==> src/rtl/clfb_pkg.sv <==
`default_nettype none
package clfb_pkg;

    localparam int COLUMNS = 16;
    localparam int ROWS    = 2;
    localparam int DEPTH   = ROWS * COLUMNS;
    localparam int ADDR_W  = $clog2(DEPTH);
    localparam int COL_W   = 5;
    localparam int ROW_W   = 1;
    localparam int OP_W    = 3;
    localparam int CHAR_W  = 8;
    localparam int RSEL_W  = 2;
    localparam int CSEL_W  = 5;
    localparam int START_W = 7;
    localparam int CFG_IDX_W = 1;

    localparam logic [OP_W-1:0] OP_PUT     = 3'd0;
    localparam logic [OP_W-1:0] OP_LOCATE  = 3'd1;
    localparam logic [OP_W-1:0] OP_CLEAR   = 3'd2;
    localparam logic [OP_W-1:0] OP_HOME    = 3'd3;
    localparam logic [OP_W-1:0] OP_TICK    = 3'd4;
    localparam logic [OP_W-1:0] OP_REFRESH = 3'd5;

    localparam logic [CFG_IDX_W-1:0] REG_ROW0_START = 1'd0;
    localparam logic [CFG_IDX_W-1:0] REG_ROW1_START = 1'd1;

    localparam logic [START_W-1:0] ROW0_START_RST = 7'd0;
    localparam logic [START_W-1:0] ROW1_START_RST = 7'd64;

    localparam logic [CHAR_W-1:0] SET_ADDR_CMD = 8'h80;
    localparam logic [CHAR_W-1:0] SPACE_CHAR   = 8'h20;

    localparam int STEP_W = 2;
    localparam logic [STEP_W-1:0] S_IDLE = 2'd0;
    localparam logic [STEP_W-1:0] S_CMD  = 2'd1;
    localparam logic [STEP_W-1:0] S_DATA = 2'd2;
    localparam logic [STEP_W-1:0] S_NEXT = 2'd3;

    localparam logic [1:0] EMIT_NONE = 2'd0;
    localparam logic [1:0] EMIT_CMD  = 2'd1;
    localparam logic [1:0] EMIT_DATA = 2'd2;

    localparam logic [1:0] COND_ALWAYS   = 2'd0;
    localparam logic [1:0] COND_START    = 2'd1;
    localparam logic [1:0] COND_ROW_END  = 2'd2;
    localparam logic [1:0] COND_LAST_ROW = 2'd3;

    localparam logic [1:0] CNT_HOLD = 2'd0;
    localparam logic [1:0] CNT_ZERO = 2'd1;
    localparam logic [1:0] CNT_COL  = 2'd2;
    localparam logic [1:0] CNT_ROW  = 2'd3;

    typedef struct packed {
        logic              in_rdy;
        logic [1:0]        emit;
        logic [1:0]        cond;
        logic [1:0]        cnt_op;
        logic              clr_pend;
        logic [STEP_W-1:0] jump;
        logic [STEP_W-1:0] seq;
    } t_uword;

    typedef struct packed {
        logic start;
        logic row_end;
        logic last_row;
        logic out_free;
    } t_useq_cond;

    typedef struct packed {
        logic       in_rdy;
        logic [1:0] emit;
        logic [1:0] cnt_op;
        logic       clr_pend;
    } t_useq_ctl;

    function automatic t_uword uprog(input logic [STEP_W-1:0] step);
        t_uword w;
        unique case (step)
            S_IDLE:  w = '{1'b1, EMIT_NONE, COND_START, CNT_ZERO, 1'b0, S_CMD, S_IDLE};
            S_CMD:   w = '{1'b0, EMIT_CMD, COND_ALWAYS, CNT_HOLD, 1'b0, S_DATA, S_DATA};
            S_DATA:  w = '{1'b0, EMIT_DATA, COND_ROW_END, CNT_COL, 1'b0, S_NEXT, S_DATA};
            S_NEXT:  w = '{1'b0, EMIT_NONE, COND_LAST_ROW, CNT_ROW, 1'b1, S_IDLE, S_CMD};
            default: w = '{1'b1, EMIT_NONE, COND_START, CNT_ZERO, 1'b0, S_CMD, S_IDLE};
        endcase
        return w;
    endfunction

    function automatic logic [ADDR_W-1:0] cell_addr(input logic [ROW_W-1:0] row,
                                                    input logic [COL_W-1:0] col);
        return ADDR_W'(ADDR_W'(row) * ADDR_W'(COLUMNS) + ADDR_W'(col));
    endfunction

endpackage
`default_nettype wire

==> src/rtl/clfb_in_if.sv <==
`default_nettype none
interface clfb_in_if;
    logic                          valid;
    logic                          ready;
    logic [clfb_pkg::OP_W-1:0]     operation;
    logic [clfb_pkg::CHAR_W-1:0]   char_code;
    logic [clfb_pkg::RSEL_W-1:0]   row_select;
    logic [clfb_pkg::CSEL_W-1:0]   col_select;

    modport source(output valid, operation, char_code, row_select, col_select, input ready);
    modport sink(input valid, operation, char_code, row_select, col_select, output ready);
endinterface
`default_nettype wire

==> src/rtl/clfb_out_if.sv <==
`default_nettype none
interface clfb_out_if;
    logic                          valid;
    logic                          ready;
    logic                          register_select;
    logic [clfb_pkg::CHAR_W-1:0]   bus_byte;
    logic                          last;

    modport source(output valid, register_select, bus_byte, last, input ready);
    modport sink(input valid, register_select, bus_byte, last, output ready);
endinterface
`default_nettype wire

==> src/rtl/char_lcd_frame_buffer_refresh.sv <==
// Character display frame buffer (ROWS x COLUMNS bytes, reset to spaces) with a cursor
// and a refresh sequencer. Put char, locate, clear, home, tick and a refresh with no
// pending flag complete on acceptance; the next beat can be taken in the following cycle.
// A refresh with the pending flag set holds off the input until the sequencer is idle
// again, while it sends ROWS * (COLUMNS + 1) output beats, one per cycle within a row
// while the output is taken; each row costs one set-address step, one step per
// character and one row-advance step of the microcoded sequencer, and the characters
// are read from a store with one write port and one registered read port.
// Clear and reset empty the store at once through per-entry valid bits, so no
// clearing pass runs. Row start addresses must be written by the user through the
// config port only while the block is idle; the block itself does not enforce this.
`default_nettype none
module char_lcd_frame_buffer_refresh (
    input  wire logic                             i_clk,
    input  wire logic                             i_rst_n,
    input  wire logic                             i_cfg_we,
    input  wire logic [clfb_pkg::CFG_IDX_W-1:0]   i_cfg_idx,
    input  wire logic [clfb_pkg::START_W-1:0]     i_cfg_data,
    clfb_in_if.sink                               i_in,
    clfb_out_if.source                            o_out
);
    logic [clfb_pkg::START_W-1:0] r_row0_start;
    logic [clfb_pkg::START_W-1:0] r_row1_start;
    logic [clfb_pkg::COL_W-1:0]   r_ccol;
    logic [clfb_pkg::ROW_W-1:0]   r_crow;
    logic                         r_pend;
    logic [clfb_pkg::DEPTH-1:0]   r_vld;
    logic                         r_rd_vld;
    logic [clfb_pkg::COL_W-1:0]   r_rcol;
    logic [clfb_pkg::ROW_W-1:0]   r_rrow;
    logic [clfb_pkg::COL_W-1:0]   n_rcol;
    logic [clfb_pkg::ROW_W-1:0]   n_rrow;
    logic                         r_out_vld;
    logic                         r_rs;
    logic [clfb_pkg::CHAR_W-1:0]  r_byte;
    logic                         r_last;

    clfb_pkg::t_useq_cond         cond;
    clfb_pkg::t_useq_ctl          ctl;
    logic                         accept;
    logic                         ram_we;
    logic [clfb_pkg::ADDR_W-1:0]  waddr;
    logic [clfb_pkg::ADDR_W-1:0]  raddr;
    logic [clfb_pkg::CHAR_W-1:0]  ram_q;
    logic                         out_free;
    logic                         row_end;
    logic                         last_row;
    logic [clfb_pkg::START_W-1:0] row_start;

    assign accept   = i_in.valid && i_in.ready;
    assign out_free = !r_out_vld || o_out.ready;
    assign row_end  = r_rcol == clfb_pkg::COL_W'(clfb_pkg::COLUMNS - 1);
    assign last_row = r_rrow == clfb_pkg::ROW_W'(clfb_pkg::ROWS - 1);

    assign cond.start    = accept && (i_in.operation == clfb_pkg::OP_REFRESH) && r_pend;
    assign cond.row_end  = row_end;
    assign cond.last_row = last_row;
    assign cond.out_free = out_free;

    clfb_useq u_useq (
        .i_clk  (i_clk),
        .i_rst_n(i_rst_n),
        .i_cond (cond),
        .o_ctl  (ctl)
    );

    assign i_in.ready = ctl.in_rdy;

    // config registers
    always_ff @(posedge i_clk) begin
        if (!i_rst_n) begin
            r_row0_start <= clfb_pkg::ROW0_START_RST;
            r_row1_start <= clfb_pkg::ROW1_START_RST;
        end else if (i_cfg_we) begin
            unique case (i_cfg_idx)
                clfb_pkg::REG_ROW0_START: r_row0_start <= i_cfg_data;
                clfb_pkg::REG_ROW1_START: r_row1_start <= i_cfg_data;
                default: ;
            endcase
        end
    end

    // cursor, pending flag and store valid bits
    assign ram_we = accept && (i_in.operation == clfb_pkg::OP_PUT);
    assign waddr  = clfb_pkg::cell_addr(r_crow, r_ccol);

    always_ff @(posedge i_clk) begin
        if (!i_rst_n) begin
            r_ccol <= '0;
            r_crow <= '0;
            r_pend <= 1'b1;
            r_vld  <= '0;
        end else begin
            if (ctl.clr_pend) begin
                r_pend <= 1'b0;
            end
            if (accept) begin
                unique case (i_in.operation)
                    clfb_pkg::OP_PUT: begin
                        r_vld[waddr] <= 1'b1;
                        if (r_ccol == clfb_pkg::COL_W'(clfb_pkg::COLUMNS - 1)) begin
                            r_ccol <= '0;
                            if (r_crow != clfb_pkg::ROW_W'(clfb_pkg::ROWS - 1)) begin
                                r_crow <= r_crow + 1'b1;
                            end
                        end else begin
                            r_ccol <= r_ccol + 1'b1;
                        end
                    end
                    clfb_pkg::OP_LOCATE: begin
                        if (i_in.row_select >= clfb_pkg::RSEL_W'(clfb_pkg::ROWS - 1)) begin
                            r_crow <= clfb_pkg::ROW_W'(clfb_pkg::ROWS - 1);
                        end else begin
                            r_crow <= clfb_pkg::ROW_W'(i_in.row_select);
                        end
                        if (i_in.col_select >= clfb_pkg::CSEL_W'(clfb_pkg::COLUMNS - 1)) begin
                            r_ccol <= clfb_pkg::COL_W'(clfb_pkg::COLUMNS - 1);
                        end else begin
                            r_ccol <= clfb_pkg::COL_W'(i_in.col_select);
                        end
                    end
                    clfb_pkg::OP_CLEAR: begin
                        r_vld  <= '0;
                        r_ccol <= '0;
                        r_crow <= '0;
                    end
                    clfb_pkg::OP_HOME: begin
                        r_ccol <= '0;
                        r_crow <= '0;
                    end
                    clfb_pkg::OP_TICK: r_pend <= 1'b1;
                    default: ;
                endcase
            end
        end
    end

    // refresh read counters
    always_comb begin
        unique case (ctl.cnt_op)
            clfb_pkg::CNT_HOLD: begin
                n_rrow = r_rrow;
                n_rcol = r_rcol;
            end
            clfb_pkg::CNT_ZERO: begin
                n_rrow = '0;
                n_rcol = '0;
            end
            clfb_pkg::CNT_COL: begin
                n_rrow = r_rrow;
                n_rcol = row_end ? '0 : r_rcol + 1'b1;
            end
            clfb_pkg::CNT_ROW: begin
                n_rrow = r_rrow + 1'b1;
                n_rcol = '0;
            end
            default: begin
                n_rrow = r_rrow;
                n_rcol = r_rcol;
            end
        endcase
    end

    always_ff @(posedge i_clk) begin
        if (!i_rst_n) begin
            r_rrow <= '0;
            r_rcol <= '0;
        end else begin
            r_rrow <= n_rrow;
            r_rcol <= n_rcol;
        end
    end

    // read one cell ahead so the data is ready when the counters get there
    assign raddr = clfb_pkg::cell_addr(n_rrow, n_rcol);

    clfb_ram #(
        .WIDTH(clfb_pkg::CHAR_W),
        .DEPTH(clfb_pkg::DEPTH)
    ) u_store (
        .i_clk  (i_clk),
        .i_we   (ram_we),
        .i_waddr(waddr),
        .i_wdata(i_in.char_code),
        .i_raddr(raddr),
        .o_rdata(ram_q)
    );

    always_ff @(posedge i_clk) begin
        r_rd_vld <= r_vld[raddr];
    end

    // output beat register
    assign row_start = (r_rrow == '0) ? r_row0_start : r_row1_start;

    always_ff @(posedge i_clk) begin
        if (!i_rst_n) begin
            r_out_vld <= 1'b0;
        end else if (ctl.emit != clfb_pkg::EMIT_NONE) begin
            r_out_vld <= 1'b1;
        end else if (o_out.ready) begin
            r_out_vld <= 1'b0;
        end
    end

    always_ff @(posedge i_clk) begin
        if (ctl.emit == clfb_pkg::EMIT_CMD) begin
            r_rs   <= 1'b0;
            r_byte <= clfb_pkg::SET_ADDR_CMD + clfb_pkg::CHAR_W'(row_start);
            r_last <= 1'b0;
        end else if (ctl.emit == clfb_pkg::EMIT_DATA) begin
            r_rs   <= 1'b1;
            r_byte <= r_rd_vld ? ram_q : clfb_pkg::SPACE_CHAR;
            r_last <= row_end && last_row;
        end
    end

    assign o_out.valid           = r_out_vld;
    assign o_out.register_select = r_rs;
    assign o_out.bus_byte        = r_byte;
    assign o_out.last            = r_last;

    a_last_is_data: assert property (@(posedge i_clk) disable iff (!i_rst_n)
        r_out_vld && r_last |-> r_rs)
        else $error("last beat is not a data byte");

    a_no_input_while_emitting: assert property (@(posedge i_clk) disable iff (!i_rst_n)
        ctl.emit != clfb_pkg::EMIT_NONE |-> !i_in.ready)
        else $error("input taken during refresh");

    a_pending_cleared: assert property (@(posedge i_clk) disable iff (!i_rst_n)
        ctl.clr_pend |=> !r_pend)
        else $error("pending flag not cleared at end of refresh");

    a_cursor_in_range: assert property (@(posedge i_clk) disable iff (!i_rst_n)
        r_ccol < clfb_pkg::COL_W'(clfb_pkg::COLUMNS))
        else $error("cursor column out of range");
endmodule
`default_nettype wire

==> src/rtl/clfb_ram.sv <==
`default_nettype none
module clfb_ram #(
    parameter int WIDTH = 8,
    parameter int DEPTH = 32
) (
    input  wire logic                     i_clk,
    input  wire logic                     i_we,
    input  wire logic [$clog2(DEPTH)-1:0] i_waddr,
    input  wire logic [WIDTH-1:0]         i_wdata,
    input  wire logic [$clog2(DEPTH)-1:0] i_raddr,
    output logic      [WIDTH-1:0]         o_rdata
);
    logic [WIDTH-1:0] r_mem [DEPTH];

    always_ff @(posedge i_clk) begin
        if (i_we) begin
            r_mem[i_waddr] <= i_wdata;
        end
        o_rdata <= r_mem[i_raddr];
    end
endmodule
`default_nettype wire

==> src/rtl/clfb_useq.sv <==
`default_nettype none
module clfb_useq (
    input  wire logic                 i_clk,
    input  wire logic                 i_rst_n,
    input  wire clfb_pkg::t_useq_cond i_cond,
    output clfb_pkg::t_useq_ctl       o_ctl
);
    logic [clfb_pkg::STEP_W-1:0] r_step;
    logic [clfb_pkg::STEP_W-1:0] n_step;
    clfb_pkg::t_uword            uw;
    logic                        go;
    logic                        taken;

    assign uw = clfb_pkg::uprog(r_step);
    assign go = (uw.emit == clfb_pkg::EMIT_NONE) || i_cond.out_free;

    always_comb begin
        unique case (uw.cond)
            clfb_pkg::COND_ALWAYS:   taken = 1'b1;
            clfb_pkg::COND_START:    taken = i_cond.start;
            clfb_pkg::COND_ROW_END:  taken = i_cond.row_end;
            clfb_pkg::COND_LAST_ROW: taken = i_cond.last_row;
            default:                 taken = 1'b0;
        endcase
    end

    assign n_step = go ? (taken ? uw.jump : uw.seq) : r_step;

    always_ff @(posedge i_clk) begin
        if (!i_rst_n) begin
            r_step <= clfb_pkg::S_IDLE;
        end else begin
            r_step <= n_step;
        end
    end

    assign o_ctl.in_rdy   = uw.in_rdy;
    assign o_ctl.emit     = go ? uw.emit : clfb_pkg::EMIT_NONE;
    assign o_ctl.cnt_op   = go ? uw.cnt_op : clfb_pkg::CNT_HOLD;
    assign o_ctl.clr_pend = go && taken && uw.clr_pend;
endmodule
`default_nettype wire

==> src/flat_wrapper.sv <==
// flat-port wrapper written by rule: the top's interface ports become plain ports
module char_lcd_frame_buffer_refresh_flat 
  (i_clk, i_rst_n, i_cfg_we, i_cfg_idx, i_cfg_data, i_in_valid, i_in_operation, i_in_char_code, i_in_row_select, i_in_col_select, i_in_ready, o_out_valid, o_out_register_select, o_out_bus_byte, o_out_last, o_out_ready);
  clfb_in_if i_in_i ();
  clfb_out_if o_out_i ();
  input  wire logic i_clk;
  input  wire logic i_rst_n;
  input  wire logic i_cfg_we;
  input  wire logic [clfb_pkg::CFG_IDX_W-1:0] i_cfg_idx;
  input  wire logic [clfb_pkg::START_W-1:0] i_cfg_data;
  input wire logic [$bits(i_in_i.valid)-1:0] i_in_valid;
  input wire logic [$bits(i_in_i.operation)-1:0] i_in_operation;
  input wire logic [$bits(i_in_i.char_code)-1:0] i_in_char_code;
  input wire logic [$bits(i_in_i.row_select)-1:0] i_in_row_select;
  input wire logic [$bits(i_in_i.col_select)-1:0] i_in_col_select;
  output wire logic [$bits(i_in_i.ready)-1:0] i_in_ready;
  output wire logic [$bits(o_out_i.valid)-1:0] o_out_valid;
  output wire logic [$bits(o_out_i.register_select)-1:0] o_out_register_select;
  output wire logic [$bits(o_out_i.bus_byte)-1:0] o_out_bus_byte;
  output wire logic [$bits(o_out_i.last)-1:0] o_out_last;
  input wire logic [$bits(o_out_i.ready)-1:0] o_out_ready;
  assign i_in_i.valid = i_in_valid;
  assign i_in_i.operation = i_in_operation;
  assign i_in_i.char_code = i_in_char_code;
  assign i_in_i.row_select = i_in_row_select;
  assign i_in_i.col_select = i_in_col_select;
  assign i_in_ready = i_in_i.ready;
  assign o_out_valid = o_out_i.valid;
  assign o_out_register_select = o_out_i.register_select;
  assign o_out_bus_byte = o_out_i.bus_byte;
  assign o_out_last = o_out_i.last;
  assign o_out_i.ready = o_out_ready;
  char_lcd_frame_buffer_refresh u_core (.i_clk(i_clk), .i_rst_n(i_rst_n), .i_cfg_we(i_cfg_we), .i_cfg_idx(i_cfg_idx), .i_cfg_data(i_cfg_data), .i_in(i_in_i), .o_out(o_out_i));
endmodule
==> config.mk <==
export PLATFORM = sky130hd
export DESIGN_NAME = char_lcd_frame_buffer_refresh_flat
export DESIGN_NICKNAME = d
export VERILOG_FILES = /design/src/rtl/clfb_pkg.sv /design/src/rtl/clfb_in_if.sv /design/src/rtl/clfb_out_if.sv /design/src/rtl/char_lcd_frame_buffer_refresh.sv /design/src/rtl/clfb_ram.sv /design/src/rtl/clfb_useq.sv /design/src/flat_wrapper.sv
export SDC_FILE = /design/constraint.sdc
export NUM_CORES = 1
export LEC_CHECK = 0
export BUFFER_PORTS_ARGS = -buffer_cell sky130_fd_sc_hd__buf_2
export CORE_MARGIN = 5
export CORE_UTILIZATION = 40
export CTS_BUF_LIST = sky130_fd_sc_hd__clkbuf_16
export CTS_CLUSTER_DIAMETER = 60
export DETAILED_ROUTE_END_ITERATION = 7
export PLACE_DENSITY_LB_ADDON = 0.3
export SETUP_SLACK_MARGIN = 0.4
export SYNTH_ARGS = -nofsm -noshare
export SYNTH_HDL_FRONTEND = slang
export SYNTH_HIERARCHICAL = 1
export SYNTH_SLANG_ARGS = --single-unit
==> constraint.sdc <==
create_clock -name i_clk -period 9.2 [get_ports i_clk]
set_clock_uncertainty 0.1 [all_clocks]
set_input_delay 0.46 -clock i_clk [delete_from_list [all_inputs] [get_ports i_clk]]
set_output_delay 0.46 -clock i_clk [all_outputs]
set_load 0.05 [all_outputs]
==> results of run 1 <==
cell families (layout without fill, tap and decap cells):
kind of cell               Yosys count  count (layout)  synth area share, %
AOI/OAI and AO/OA                  113             113                5.463
xor gates and xnor gates             1               1              0.06406
adders and majority gates           15              15                1.372
buffers and inverters               57             133                1.857
DFF                                337             337                68.66
muxes                              104             104                15.10
other                                0               1                    0
and+or+nand+nor                    205             205                7.485
layout make-up:
cell class / instances / area (um2)
Fill cell: 2865 / 18190
Sequential cell: 337 / 9389
Multi-Input combinational cell: 438 / 4031
Clock buffer: 38 / 950.9
Tap cell: 448 / 560.5
Timing Repair Buffer: 49 / 262.8
Clock inverter: 26 / 150.1
Inverter: 20 / 77.57
Antenna cell: 1 / 2.502
cell usage in the layout, fill, tap and decap left out, types with 5 or more instances in the layout:
master,netlist,layout
sky130_fd_sc_hd__a21oi_1,53,53
sky130_fd_sc_hd__a22o_1,6,6
sky130_fd_sc_hd__and2_1,7,7
sky130_fd_sc_hd__buf_2,5,42
sky130_fd_sc_hd__buf_4,7,7
sky130_fd_sc_hd__clkbuf_16,0,38
sky130_fd_sc_hd__clkinv_1,0,8
sky130_fd_sc_hd__clkinv_2,0,5
sky130_fd_sc_hd__dfxtp_1,73,73
sky130_fd_sc_hd__edfxtp_1,264,264
sky130_fd_sc_hd__ha_1,15,15
sky130_fd_sc_hd__inv_1,18,24
sky130_fd_sc_hd__mux2_2,14,14
sky130_fd_sc_hd__mux2i_1,8,8
sky130_fd_sc_hd__mux4_2,80,80
sky130_fd_sc_hd__nand2_1,35,35
sky130_fd_sc_hd__nand2b_1,15,15
sky130_fd_sc_hd__nand3_1,14,14
sky130_fd_sc_hd__nand3b_1,6,6
sky130_fd_sc_hd__nor2_1,90,90
sky130_fd_sc_hd__nor2b_1,8,8
sky130_fd_sc_hd__nor3_1,6,6
sky130_fd_sc_hd__o211ai_1,5,5
sky130_fd_sc_hd__o21ai_0,13,13
sky130_fd_sc_hd__o221ai_1,6,6
worst max-delay path by stage:
stage                                           end  slack, ns                     from
after CTS                 u_core/u_store/o_rdata[7]       4.22  u_core/u_useq/r_step[0]
final                     u_core/u_store/o_rdata[7]       4.33  u_core/u_useq/r_step[0]
after global placement    u_core/u_store/o_rdata[7]       4.36  u_core/u_useq/r_step[0]
after detailed placement  u_core/u_store/o_rdata[7]       4.24  u_core/u_useq/r_step[0]
after floorplan           u_core/u_store/o_rdata[0]       5.22  u_core/u_useq/r_step[0]
after global routing      u_core/u_store/o_rdata[7]       3.88  u_core/u_useq/r_step[0]
sequential cells by signal (all words and copies together) (netlist names), 2 cells and up:
signal                  count
u_core/o_out.bus_byte       8
u_core/r_vld               32
u_core/u_store/r_mem      256
u_core/r_rcol               5
u_core/r_row1_start         7
u_core/u_useq/r_step        2
u_core/r_row0_start         7
u_core/u_store/o_rdata      8
u_core/r_ccol               5
power by group:
group / switching, mW / total [mW] / internal (mW)
logic: 0.0793 / 0.107 / 0.0281
registers: 0.00867 / 1.66 / 1.65
clock network: 0.573 / 1.35 / 0.776
routing by layer:
metal  up-vias  part of all wire [%]  track usage (%)
met3        53                   6.8            3.688
met1      3892                    44            22.72
met2       257                    47            24.33
li1       3361                     -                -
met4         4                   2.0            4.138
met5         -                 0.056                0
critical path: stages, from the launching register on:
cell and delay, ns:
sky130_fd_sc_hd__dfxtp_1 0.41, sky130_fd_sc_hd__inv_1 0.12, sky130_fd_sc_hd__ha_1 0.36, sky130_fd_sc_hd__nor2b_4 0.16, sky130_fd_sc_hd__nor3_1 0.18, sky130_fd_sc_hd__buf_4 0.24
sky130_fd_sc_hd__nor3b_4 0.26, sky130_fd_sc_hd__a21oi_2 0.28, sky130_fd_sc_hd__inv_4 0.41, sky130_fd_sc_hd__buf_4 0.76, sky130_fd_sc_hd__mux4_2 0.65, sky130_fd_sc_hd__mux4_2 0.50
sky130_fd_sc_hd__mux2_2 0.28
stage by stage:
step                      util, %  worst slack [ns]  hold WS [ns]  cells  area (um2)
after floorplan                 -             5.216        0.3280    832       13670
after global placement      42.60             4.356        0.3439   1292       14320
after detailed placement    42.60             4.238        0.3468   1292       14320
after CTS                   45.88             4.220       0.07274   1356       15420
after global routing        45.88             3.883       0.09621   1356       15420
final                       45.89             4.330       0.09264   1357       15420
==> impl_summary.log, run 1 <==
[metrics] area of the mapped netlist: between 10000 and 15000 um2
[metrics] Crit Reg-Reg Endpoint: u_core/u_store/o_rdata[7]
[metrics] cell taking the most area after synthesis: sky130_fd_sc_hd__edfxtp_1
[metrics] number of cells traversed by the worst hold path: 3
[metrics] count of vias placed by the detailed router: ~7600
[metrics] initial standard-cell utilization of the core: between 40% and 50%
[metrics] total clock buffers created by CTS: 36
[metrics] count of hold buffers inserted by post-cts repair: 0
[metrics] Core Area: 33620 um2
[metrics] crit start category: register
[metrics] average wire length per cell after detail routing: roughly 22 um
[metrics] power density over cell area: 202.1 nW/um2
[metrics] leakage power of the design: just over 5 nW
[metrics] Crit path arrival time: just over 5 ns
[metrics] number of max-cap violations: 0
[metrics] clock net sink count: approximately 340
[metrics] later-pin clock latency in the skew report: 0.52 ns
[metrics] flip-flop and latch count after synthesis: 337
[metrics] width of the die: 194.9 um
[metrics] cell count after synthesis: around 830
[metrics] cell with the most instances after synthesis: sky130_fd_sc_hd__edfxtp_1
[metrics] number of buffers added for setup after CTS: 0
[metrics] I/O Pins: 43
[metrics] overall die area: between 30000 and 40000 um2
[metrics] Placement Rows: between 60 and 70
[metrics] Clock transition at path regs: 0.06 ns
[metrics] First-pass DRT Iterations: 7
[metrics] first-pass GRT wire length: between 40000 and 50000 um
[metrics] library cell used as clock root buffer: sky130_fd_sc_hd__clkbuf_16
[metrics] # port buffers: 42
[metrics] layout cells sized above 1: between 20% and 30%
[metrics] Crit Path Max Fanout: between 40 and 50
[metrics] result of the run: complete, no violations
[metrics] critical path required time: about 9.5 ns
[metrics] Hold Violations, Final: 0
[metrics] count of yosys warnings during synthesis: 6
[metrics] final critical delay including setup and external delays: around 5 ns
[metrics] worst min-delay path endpoint: u_core/r_row0_start[4]
[metrics] average instance area after synthesis: between 15 and 20 um2
[metrics] DP Wirelength: around 19000 um
[metrics] Synth top cells by count: sky130_fd_sc_hd__edfxtp_1 (264), sky130_fd_sc_hd__nor2_1 (90), sky130_fd_sc_hd__mux4_2 (80), sky130_fd_sc_hd__dfxtp_1 (73), sky130_fd_sc_hd__a21oi_1 (53)
[metrics] dominant register cell in the synthesized netlist: sky130_fd_sc_hd__edfxtp_1
[metrics] EDFF count, synth: approximately 260
[metrics] initial antenna violation count: 3
[metrics] source of the worst register-to-register timing path: u_core/u_useq/r_step[0]
[metrics] count of nets left with antenna violations after detail routing: 0
[metrics] hold path startpoint: i_cfg_data[4]
[metrics] final weighted congestion of routability-driven global placement: about 0.8
[metrics] nature of the critical path endpoint: register
[metrics] actual transition at the worst max-transition pin: between 1 and 1.5 ns
[metrics] overall global routing resource usage: about 16%
[metrics] normalized max-slew margin: 19.54%
[metrics] Post-CTS Resized: 0
[metrics] number of design-rule violations left by the first detailed-router iteration: about 740
[metrics] Power Total: between 3 and 4 mW
[metrics] proportion of synthesized flip-flops having asynchronous set or reset: 0%
[metrics] Yosys top cell area share: between 50% and 60%
[metrics] setup TNS: 0 ns
[metrics] R2R cell count: 12
[metrics] via count of the first global-routing pass: between 7000 and 8000
[metrics] top area cells in the synthesized netlist: sky130_fd_sc_hd__edfxtp_1 (58%), sky130_fd_sc_hd__mux4_2 (13%), sky130_fd_sc_hd__dfxtp_1 (11%)
[metrics] setup slack, reg-to-reg: roughly 4.3 ns
[metrics] final cycle utilization of the critical path: a little over half
[metrics] unrepaired setup endpoints after global routing: no
[metrics] synthesized net count: between 800 and 900
[metrics] final routed DRC violation total: 0
[metrics] total gr overflow: 0
[metrics] classification of the worst setup path: reg -> reg
[metrics] y dimension of the die: between 150 and 200 um
[metrics] Peak VDD IR: ~0.11 mV
[metrics] synth unique cells: 66
[metrics] worst-case clock buffer depth: 3
[metrics] number of slew-limit violations in the final report: 0
[metrics] maximum level of the CTS H-tree: 2
[metrics] area added between synthesis and finish: 12.80%
[metrics] Max Freq: between 0.2 and 0.25 GHz
[metrics] CTS tree: yes
[metrics] final setup vio count: 0
[metrics] aggregate routed wire length: around 30000 um
[metrics] fraction of the yosys area taken by sequential cells: ~70%
[metrics] number of vias per cell: between 5 and 6
[metrics] largest net degree at the start of global routing: 45
[metrics] # nets final: 928
[metrics] min-delay worst type: in -> reg
Power figures use the tool's default switching activity.
==> run 2: changes to the inputs <==
ABC_AREA = 1   (was default)
clock period = 4.7 ns   (was 9.2 ns; I/O delays follow)
==> run 2 against run 1 <==
Fmax up 29%. Sequential power grew 97%. Sequential cell count unchanged. Routed wire length up 19%. Critical path depth up 7. Synthesized cell count up 71%. Global-route usage up 1.6 points. Clock power is 100% higher. Clock-buffer cell count stayed put. Register-to-register slack got worse by 3.4 ns. Critical endpoint is now u_core/u_store/o_rdata[6]. Highest routed layer is now met4. Non-clock buffer count grew 16.
==> impl_summary.log, run 2 <==
[metrics] leakage power of the design: 6.040 nW (was 5.050 nW)
[metrics] overall die area: 40070 um2 (was 37980 um2)
[metrics] Max Freq: 0.2652 GHz (was 0.2053 GHz)
[metrics] via count of the first global-routing pass: 9736 (was 7520)
[metrics] first-pass GRT wire length: 56170 um (was 46220 um)
[metrics] flip-flop and latch count after synthesis: 337 (unchanged)
[metrics] number of slew-limit violations in the final report: 0 (unchanged)
[metrics] synthesized net count: 1467 (was 878)
[metrics] top area cells in the synthesized netlist: sky130_fd_sc_hd__edfxtp_1 (55%), sky130_fd_sc_hd__nand2_1 (12%), sky130_fd_sc_hd__dfxtp_1 (10%) (was sky130_fd_sc_hd__edfxtp_1 (58%), sky130_fd_sc_hd__mux4_2 (13%), sky130_fd_sc_hd__dfxtp_1 (11%))
[metrics] worst-case clock buffer depth: 3 (unchanged)
[metrics] width of the die: 200.2 um (was 194.9 um)
[metrics] Final Core Density: 45.38% (was 45.89%)
[metrics] Clock transition at path regs: 0.06 ns (about the same)
[metrics] cell with the most instances after synthesis: sky130_fd_sc_hd__nand2_1 (was sky130_fd_sc_hd__edfxtp_1)
[metrics] cell taking the most area after synthesis: sky130_fd_sc_hd__edfxtp_1 (unchanged)
[metrics] Critical Path Most Common Cell: sky130_fd_sc_hd__nand2_1
[metrics] buffering stage count on the worst path with inverters included: 4 (unchanged)
[metrics] most frequent standard cell in the layout excluding fill and tap cells: sky130_fd_sc_hd__nand2_1 (was sky130_fd_sc_hd__edfxtp_1)
[metrics] launch point of the worst path: u_core/u_useq/r_step[0] (unchanged)
[metrics] Placement Rows: 69 (was 67)
[metrics] Largest register FFs: 256 (unchanged)
[metrics] Crit path arrival time: 4.07 ns (was 5.18 ns)
[metrics] cell count after synthesis: 1421 (was 832)
[metrics] result of the run: complete, no violations (unchanged)
[metrics] source of the worst register-to-register timing path: u_core/u_useq/r_step[0] (unchanged)
[metrics] I/O Pins: 43 (unchanged)
[metrics] maximum level of the CTS H-tree: 2 (unchanged)
[metrics] count of yosys warnings during synthesis: 6 (unchanged)
[metrics] overall global routing resource usage: 17.36% (was 15.76%)
[metrics] worst slack at placement: 0.9986 ns (was 4.238 ns)
[metrics] number of design-rule violations left by the first detailed-router iteration: 1040 (was 735)
[metrics] number of vias per cell: 5.267 (was 5.576)
[metrics] crit start category: register (unchanged)
[metrics] average wire length per cell after detail routing: 18.52 um (was 22.31 um)
[metrics] PnR worst setup slack: 0.9288 ns (was 4.330 ns)
[metrics] count of nets left with antenna violations after detail routing: 0 (unchanged)
[metrics] hold path startpoint: i_in_col_select[0] (was i_cfg_data[4])
[metrics] area of the mapped netlist: 14470 um2 (was 13670 um2)
[metrics] later-pin clock latency in the skew report: 0.52 ns (about the same)
[metrics] critical path required time: 5.00 ns (was 9.51 ns)
[metrics] EDFF count, synth: 264 (unchanged)
[metrics] total clock buffers created by CTS: 36 (unchanged)
[metrics] library cell used as clock root buffer: sky130_fd_sc_hd__clkbuf_16 (unchanged)
[metrics] synth unique cells: 35 (was 66)
[metrics] setup TNS: 0 ns (unchanged)
[metrics] total inserted antenna cells: 0 (was 1)
[metrics] final cycle utilization of the critical path: 80.24% (was 52.94%)
[metrics] power density over cell area: 388.0 nW/um2 (was 202.1 nW/um2)
[metrics] aggregate routed wire length: 36120 um (was 30280 um)
[metrics] Peak VDD IR: 0.2022 mV (was 0.1059 mV)
[metrics] clock net sink count: 337 (unchanged)
[metrics] most frequent cells in the layout: sky130_fd_sc_hd__nand2_1 (445), sky130_fd_sc_hd__edfxtp_1 (264), sky130_fd_sc_hd__nand3_1 (246) (was sky130_fd_sc_hd__edfxtp_1 (264), sky130_fd_sc_hd__nor2_1 (90), sky130_fd_sc_hd__mux4_2 (80))
[metrics] actual transition at the worst max-transition pin: 1.279 ns (was 1.202 ns)
[metrics] initial antenna violation count: 0 (was 3)
[metrics] fraction of the yosys area taken by sequential cells: 64.90% (was 68.66%)
[metrics] Crit Path Max Fanout: 66 (was 44)
[metrics] First-pass DRT Iterations: 5 (was 7)
[metrics] count of vias placed by the detailed router: 10270 (was 7567)
[metrics] slowest stage cell on the critical path: sky130_fd_sc_hd__clkinv_2 (was sky130_fd_sc_hd__buf_4)
[metrics] # nets final: 1507 (was 928)
[metrics] largest net degree at the start of global routing: 145 (was 45)
[metrics] Synth top cells by count: sky130_fd_sc_hd__nand2_1 (445), sky130_fd_sc_hd__edfxtp_1 (264), sky130_fd_sc_hd__nand3_1 (246), sky130_fd_sc_hd__nor2_1 (102), sky130_fd_sc_hd__dfxtp_1 (73) (was sky130_fd_sc_hd__edfxtp_1 (264), sky130_fd_sc_hd__nor2_1 (90), sky130_fd_sc_hd__mux4_2 (80), sky130_fd_sc_hd__dfxtp_1 (73), sky130_fd_sc_hd__a21oi_1 (53))
[metrics] Hold Violations, Final: 0 (unchanged)
[metrics] classification of the worst setup path: reg -> reg (unchanged)
[metrics] top register by number of flip-flops: u_core/u_store/r_mem (unchanged)
[metrics] average instance area after synthesis: 10.18 um2 (was 16.44 um2)
[metrics] Core Area: 35660 um2 (was 33620 um2)
[metrics] y dimension of the die: 200.2 um (was 194.9 um)
[metrics] Post-CTS Resized: 0 (unchanged)
[metrics] final standard cell area without fillers: 16180 um2 (was 15420 um2)
[metrics] highest cell delay on the worst timing path: 0.48 ns (was 0.76 ns)
[metrics] normalized max-slew margin: 14.61% (was 19.54%)
[metrics] crit-path cells: inv_1, ha_1, inv_2, nor2_2, nor2_1, nand2_1, nor2_2, nand2_4, nand2_4, clkinv_2, buf_12, nand2_1, nand3_1, nand3_1, nand2_1, nand2_1, nand2_1, nand2_1, nand2_1 (was inv_1, ha_1, nor2b_4, nor3_1, buf_4, nor3b_4, a21oi_2, inv_4, buf_4, mux4_2, mux4_2, mux2_2)
[metrics] unrepaired setup endpoints after global routing: no (unchanged)
[metrics] final routed DRC violation total: 0 (unchanged)
[metrics] total gr overflow: 0 (unchanged)
[metrics] area post-placement: 14880 um2 (was 14320 um2)
[metrics] initial standard-cell utilization of the core: 40.57% (was 40.68%)
[metrics] registers with the most flip-flops: u_core/u_store/r_mem: 256 flops, u_core/r_vld: 32 flops (unchanged)
[metrics] nature of the critical path endpoint: register (unchanged)
[metrics] layout cells sized above 1: 8.462% (was 23.35%)
[metrics] proportion of synthesized flip-flops having asynchronous set or reset: 0% (unchanged)
[metrics] gate family responsible for the most delay along the worst path: simple AND/OR/NAND/NOR gates (was buffers and inverters)
[metrics] number of max-cap violations: 0 (unchanged)
[metrics] final setup vio count: 0 (unchanged)
[metrics] CTS tree: yes (unchanged)
[metrics] # port buffers: 42 (unchanged)
[metrics] min-delay worst type: in -> reg (unchanged)
[metrics] dominant register cell in the synthesized netlist: sky130_fd_sc_hd__edfxtp_1 (unchanged)
[metrics] final critical delay including setup and external delays: 3.771 ns (was 4.870 ns)
[metrics] final weighted congestion of routability-driven global placement: 0.8816 (was 0.8032)
[metrics] DP Wirelength: 21710 um (was 19040 um)
[metrics] Yosys top cell area share: 54.80% (was 57.97%)
[metrics] area added between synthesis and finish: 11.84% (was 12.80%)
==> run 2: cell types whose count changed in the layout (fill, tap and decap cells not counted), sizes merged, moves of 7 or more <==
| cell | change |
|---|---|
| a21oi | -14 |
| and2 | -7 |
| dlygate4sd3 | +15 |
| inv | +58 |
| mux2 | -15 |
| mux2i | -9 |
| mux4 | -80 |
| nand2 | +416 |
| nand2b | -15 |
| nand3 | +232 |
| nor2 | +22 |
| nor2b | -9 |
| o21ai | +29 |
==> run 2: cell families (layout without fill, tap and decap cells) <==
kind of cell             after synthesis  count (layout)  share of synthesized area (%)
AO/OA/AOI/OAI                         95              95                          3.615
adder cells (fa/ha/maj)               15              15                          1.297
buffers and inverters                144             212                          5.432
AND/OR/NAND/NOR                      829             829                          24.69
XOR/XNOR                               1               1                        0.06055
flip-flops                           337             337                          64.90
==> run 2: path summary, 6_finish.rpt <==
path         slack, ns  cells past startpoint                   endpoint
min               0.03                      3           u_core/r_ccol[0]
max reg2reg       0.93                     19  u_core/u_store/o_rdata[6]
max               0.93                     19  u_core/u_store/o_rdata[6]
min reg2reg       0.35                      2           u_core/r_vld[19]
==> run 2: tightest hold or removal path, stage by stage <==
cell and delay, ns:
sky130_fd_sc_hd__buf_2 0.09, sky130_fd_sc_hd__o21ai_0 0.13, sky130_fd_sc_hd__a31oi_1 0.17
==> run 2: stage by stage <==
stage / cells / hold WS (ns) / power [mW]
floorplan: 1421 / 0.2339 / 3.474
global placement: 1869 / 0.3404 / 3.580
detailed placement: 1869 / 0.3483 / 3.584
CTS: 1950 / 0.004584 / 6.338
global route: 1950 / 0.03798 / 6.493
finish: 1950 / 0.03365 / 6.278
==> run 2: metal layers <==
metal / track usage [%] / routed length [um] / part of all wire [%] / vias up
met1: 25.71 / 16630 / 46 / 4920
li1: - / - / - / 4899
met3: 2.895 / 2724 / 7.5 / 60
met2: 26.65 / 16060 / 44 / 391
met5: 0 / 0 / 0 / -
met4: 4.696 / 710 / 2.0 / 0
==> run 2: area by class of cell <==
| cell class | count | area (um2) |
|---|---|---|
| Timing Repair Buffer | 65 | 457.9 |
| Multi-Input combinational cell | 940 | 4298 |
| Tap cell | 461 | 576.8 |
| Clock buffer | 38 | 950.9 |
| Sequential cell | 337 | 9389 |
| Fill cell | 3342 | 19480 |
| Clock inverter | 28 | 201.4 |
| Inverter | 81 | 305.3 |
==> run 2: where the power goes <==
part           internal, mW  switching, mW
logic                0.0618          0.200
clock network          1.62           1.13
registers              3.24         0.0227
total                  4.93           1.35
==> run 2: repair_timing <==
item,CTS,global route
hold buffers,15,0
buffers inserted,0,0
setup endpoints to repair,0,0
hold endpoints to repair,21,0
==> run 3: changes to the inputs <==
clock period = 3.1 ns   (was 4.7 ns; I/O delays follow)
==> run 3 against run 2 <==
First-iteration DRC count up 9.1%. Worst setup slack got worse by 0.46 ns. Critical path type unchanged. Worst hold slack gained 0.015 ns. Routed wire length rose by 11%. Largest cell class unchanged. Combinational power up 64%.
==> impl_summary.log, run 3 (synthesis results as in run 2) <==
[metrics] result of the run: complete, no violations (unchanged)
[metrics] worst-case clock buffer depth: 3 (unchanged)
[metrics] final setup vio count: 0 (unchanged)
[metrics] final cycle utilization of the critical path: 84.94% (was 80.24%)
[metrics] later-pin clock latency in the skew report: 0.54 ns (was 0.52 ns)
[metrics] total clock buffers created by CTS: 37 (was 36)
[metrics] setup TNS: 0 ns (unchanged)
[metrics] layout cells sized above 1: 14.01% (was 8.462%)
[metrics] library cell used as clock root buffer: sky130_fd_sc_hd__clkbuf_16 (unchanged)
[metrics] largest net degree at the start of global routing: 58 (was 145)
[metrics] final routed DRC violation total: 0 (unchanged)
[metrics] number of design-rule violations left by the first detailed-router iteration: 1135 (was 1040)
[metrics] crit start category: register (unchanged)
[metrics] Layout fillers: 3240 (was 3342)
[metrics] number of vias per cell: 5.283 (was 5.267)
[metrics] Core Area: 35660 um2 (unchanged)
[metrics] total inserted antenna cells: 0 (unchanged)
[metrics] normalized max-slew margin: 46.66% (was 14.61%)
[metrics] y dimension of the die: 200.2 um (unchanged)
[metrics] leakage power of the design: 6.619 nW (was 6.040 nW)
[metrics] count of vias placed by the detailed router: 10770 (was 10270)
[metrics] # nets final: 1596 (was 1507)
[metrics] nature of the critical path endpoint: register (unchanged)
[metrics] Final Core Density: 48.63% (was 45.38%)
[metrics] average wire length per cell after detail routing: 19.69 um (was 18.52 um)
[metrics] width of the die: 200.2 um (unchanged)
[metrics] most frequent cells in the layout: sky130_fd_sc_hd__nand2_1 (444), sky130_fd_sc_hd__edfxtp_1 (264), sky130_fd_sc_hd__nand3_1 (239) (was sky130_fd_sc_hd__nand2_1 (445), sky130_fd_sc_hd__edfxtp_1 (264), sky130_fd_sc_hd__nand3_1 (246))
[metrics] Crit path arrival time: 2.97 ns (was 4.07 ns)
[metrics] most frequent standard cell in the layout excluding fill and tap cells: sky130_fd_sc_hd__nand2_1 (unchanged)
[metrics] Peak VDD IR: 0.3372 mV (was 0.2022 mV)
[metrics] Crit Path Max Fanout: 25 (was 66)
[metrics] registers with the most flip-flops: u_core/u_store/r_mem: 256 flops, u_core/r_vld: 32 flops (unchanged)
[metrics] final critical delay including setup and external delays: 2.633 ns (was 3.771 ns)
[metrics] DP Wirelength: 22510 um (was 21710 um)
[metrics] number of slew-limit violations in the final report: 0 (unchanged)
[metrics] I/O Pins: 43 (unchanged)
[metrics] aggregate routed wire length: 40150 um (was 36120 um)
[metrics] top register by number of flip-flops: u_core/u_store/r_mem (unchanged)
[metrics] Largest register FFs: 256 (unchanged)
[metrics] critical path required time: 3.43 ns (was 5.00 ns)
[metrics] Hold Violations, Final: 0 (unchanged)
[metrics] number of max-cap violations: 0 (unchanged)
[metrics] first-pass GRT wire length: 58910 um (was 56170 um)
[metrics] maximum level of the CTS H-tree: 2 (unchanged)
[metrics] Placement Rows: 69 (unchanged)
[metrics] CTS tree: yes (unchanged)
[metrics] count of nets left with antenna violations after detail routing: 0 (unchanged)
[metrics] First-pass DRT Iterations: 5 (unchanged)
[metrics] actual transition at the worst max-transition pin: 0.8002 ns (was 1.279 ns)
[metrics] Max Freq: 0.3798 GHz (was 0.2652 GHz)
[metrics] unrepaired setup endpoints after global routing: no (unchanged)
[metrics] min-delay worst type: in -> reg (unchanged)
[metrics] overall die area: 40070 um2 (unchanged)
[metrics] via count of the first global-routing pass: 10240 (was 9736)
[metrics] overall global routing resource usage: 18.27% (was 17.36%)
[metrics] initial antenna violation count: 0 (unchanged)
[metrics] classification of the worst setup path: reg -> reg (unchanged)
[metrics] total gr overflow: 0 (unchanged)
[metrics] final weighted congestion of routability-driven global placement: 0.8561 (was 0.8816)
[metrics] clock net sink count: 337 (unchanged)
[metrics] area added between synthesis and finish: 19.86% (was 11.84%)
[metrics] # port buffers: 42 (unchanged)
[metrics] Clock transition at path regs: 0.06 ns (about the same)
[metrics] initial standard-cell utilization of the core: 40.57% (unchanged)
[metrics] power density over cell area: 549.5 nW/um2 (was 388.0 nW/um2)
[run 3: per-layer routing]
layer / vias up / track usage, % / wire length [um]
li1: 5070 / - / -
met1: 5229 / 26.84 / 18090
met2: 412 / 28.33 / 18290
met3: 61 / 2.878 / 2883
met4: 0 / 5.139 / 886
met5: - / 0 / 0
[run 3: what timing repair did]
item / 4_1_cts / 5_1_grt
hold buffers: 30 / 0
pin swaps: 1 / 3
cloned: 2 / 12
setup buffers: 3 / 5
hold endpoints to repair: 23 / 0
endpoints found under the setup margin: 9 / 17
gates resized for setup: 6 / 36
[run 3: per-stage QoR]
stage | total power [mW] | hold WS (ns) | setup slack (ns) | cells | cell area (um2)
detailed placement | 5.440 | 0.2850 | 0.2207 | 1920 | 15300
finish | 9.528 | 0.04905 | 0.4668 | 2039 | 17340
floorplan | 5.267 | 0.1539 | 0.4290 | 1421 | 14470
CTS | 9.612 | 0.007569 | 0.3908 | 2022 | 16860
global route | 9.857 | 0.04850 | 0.3559 | 2039 | 17340
global placement | 5.431 | 0.2754 | 0.2978 | 1920 | 15300
[run 3: cell type report]
type | instances | area, um2 | share of cell area, %
Clock buffer | 37 | 925.9 | 5.340
Clock inverter | 30 | 219.0 | 1.263
Inverter | 81 | 321.6 | 1.855
Multi-Input combinational cell | 940 | 4380 | 25.26
Sequential cell | 337 | 9390 | 54.16
Tap cell | 461 | 576.8 | 3.327
Timing Repair Buffer | 153 | 1525 | 8.796
[run 3: path summary, 6_finish.rpt]
kind / start / endpoint / slack, ns / cells past startpoint
max: u_core/u_useq/r_step[1] / u_core/u_store/o_rdata[7] / 0.47 / 21
min: i_cfg_we / u_core/r_row0_start[4] / 0.05 / 5
max reg2reg: u_core/u_useq/r_step[1] / u_core/u_store/o_rdata[7] / 0.47 / 21
min reg2reg: u_core/r_vld[12] / u_core/r_vld[12] / 0.36 / 2
[run 3: critical path: stages, from the launching register on]
cell                        delay, ns
sky130_fd_sc_hd__dfxtp_1         0.33
sky130_fd_sc_hd__inv_1           0.09
sky130_fd_sc_hd__ha_2            0.21
sky130_fd_sc_hd__inv_1           0.09
sky130_fd_sc_hd__o21ai_2         0.07
sky130_fd_sc_hd__nor2_4          0.14
sky130_fd_sc_hd__inv_1           0.09
sky130_fd_sc_hd__nand2_2         0.09
sky130_fd_sc_hd__inv_2           0.05
sky130_fd_sc_hd__nand2_4         0.08
sky130_fd_sc_hd__nand2_8         0.08
sky130_fd_sc_hd__buf_12          0.14
sky130_fd_sc_hd__buf_4           0.13
sky130_fd_sc_hd__clkbuf_16       0.19
sky130_fd_sc_hd__nand2_1         0.07
sky130_fd_sc_hd__nand3_1         0.14
sky130_fd_sc_hd__nand3_1         0.13
sky130_fd_sc_hd__nand2_1         0.06
sky130_fd_sc_hd__nand2_1         0.05
sky130_fd_sc_hd__nand2_1         0.06
sky130_fd_sc_hd__nand2_1         0.06
sky130_fd_sc_hd__nand2_1         0.05
[run 3: power breakdown]
part / total [mW] / switching, mW / internal, mW
registers: 4.95 / 0.0363 / 4.92
clock network: 4.14 / 1.79 / 2.36
logic: 0.430 / 0.315 / 0.115
total: 9.53 / 2.14 / 7.39
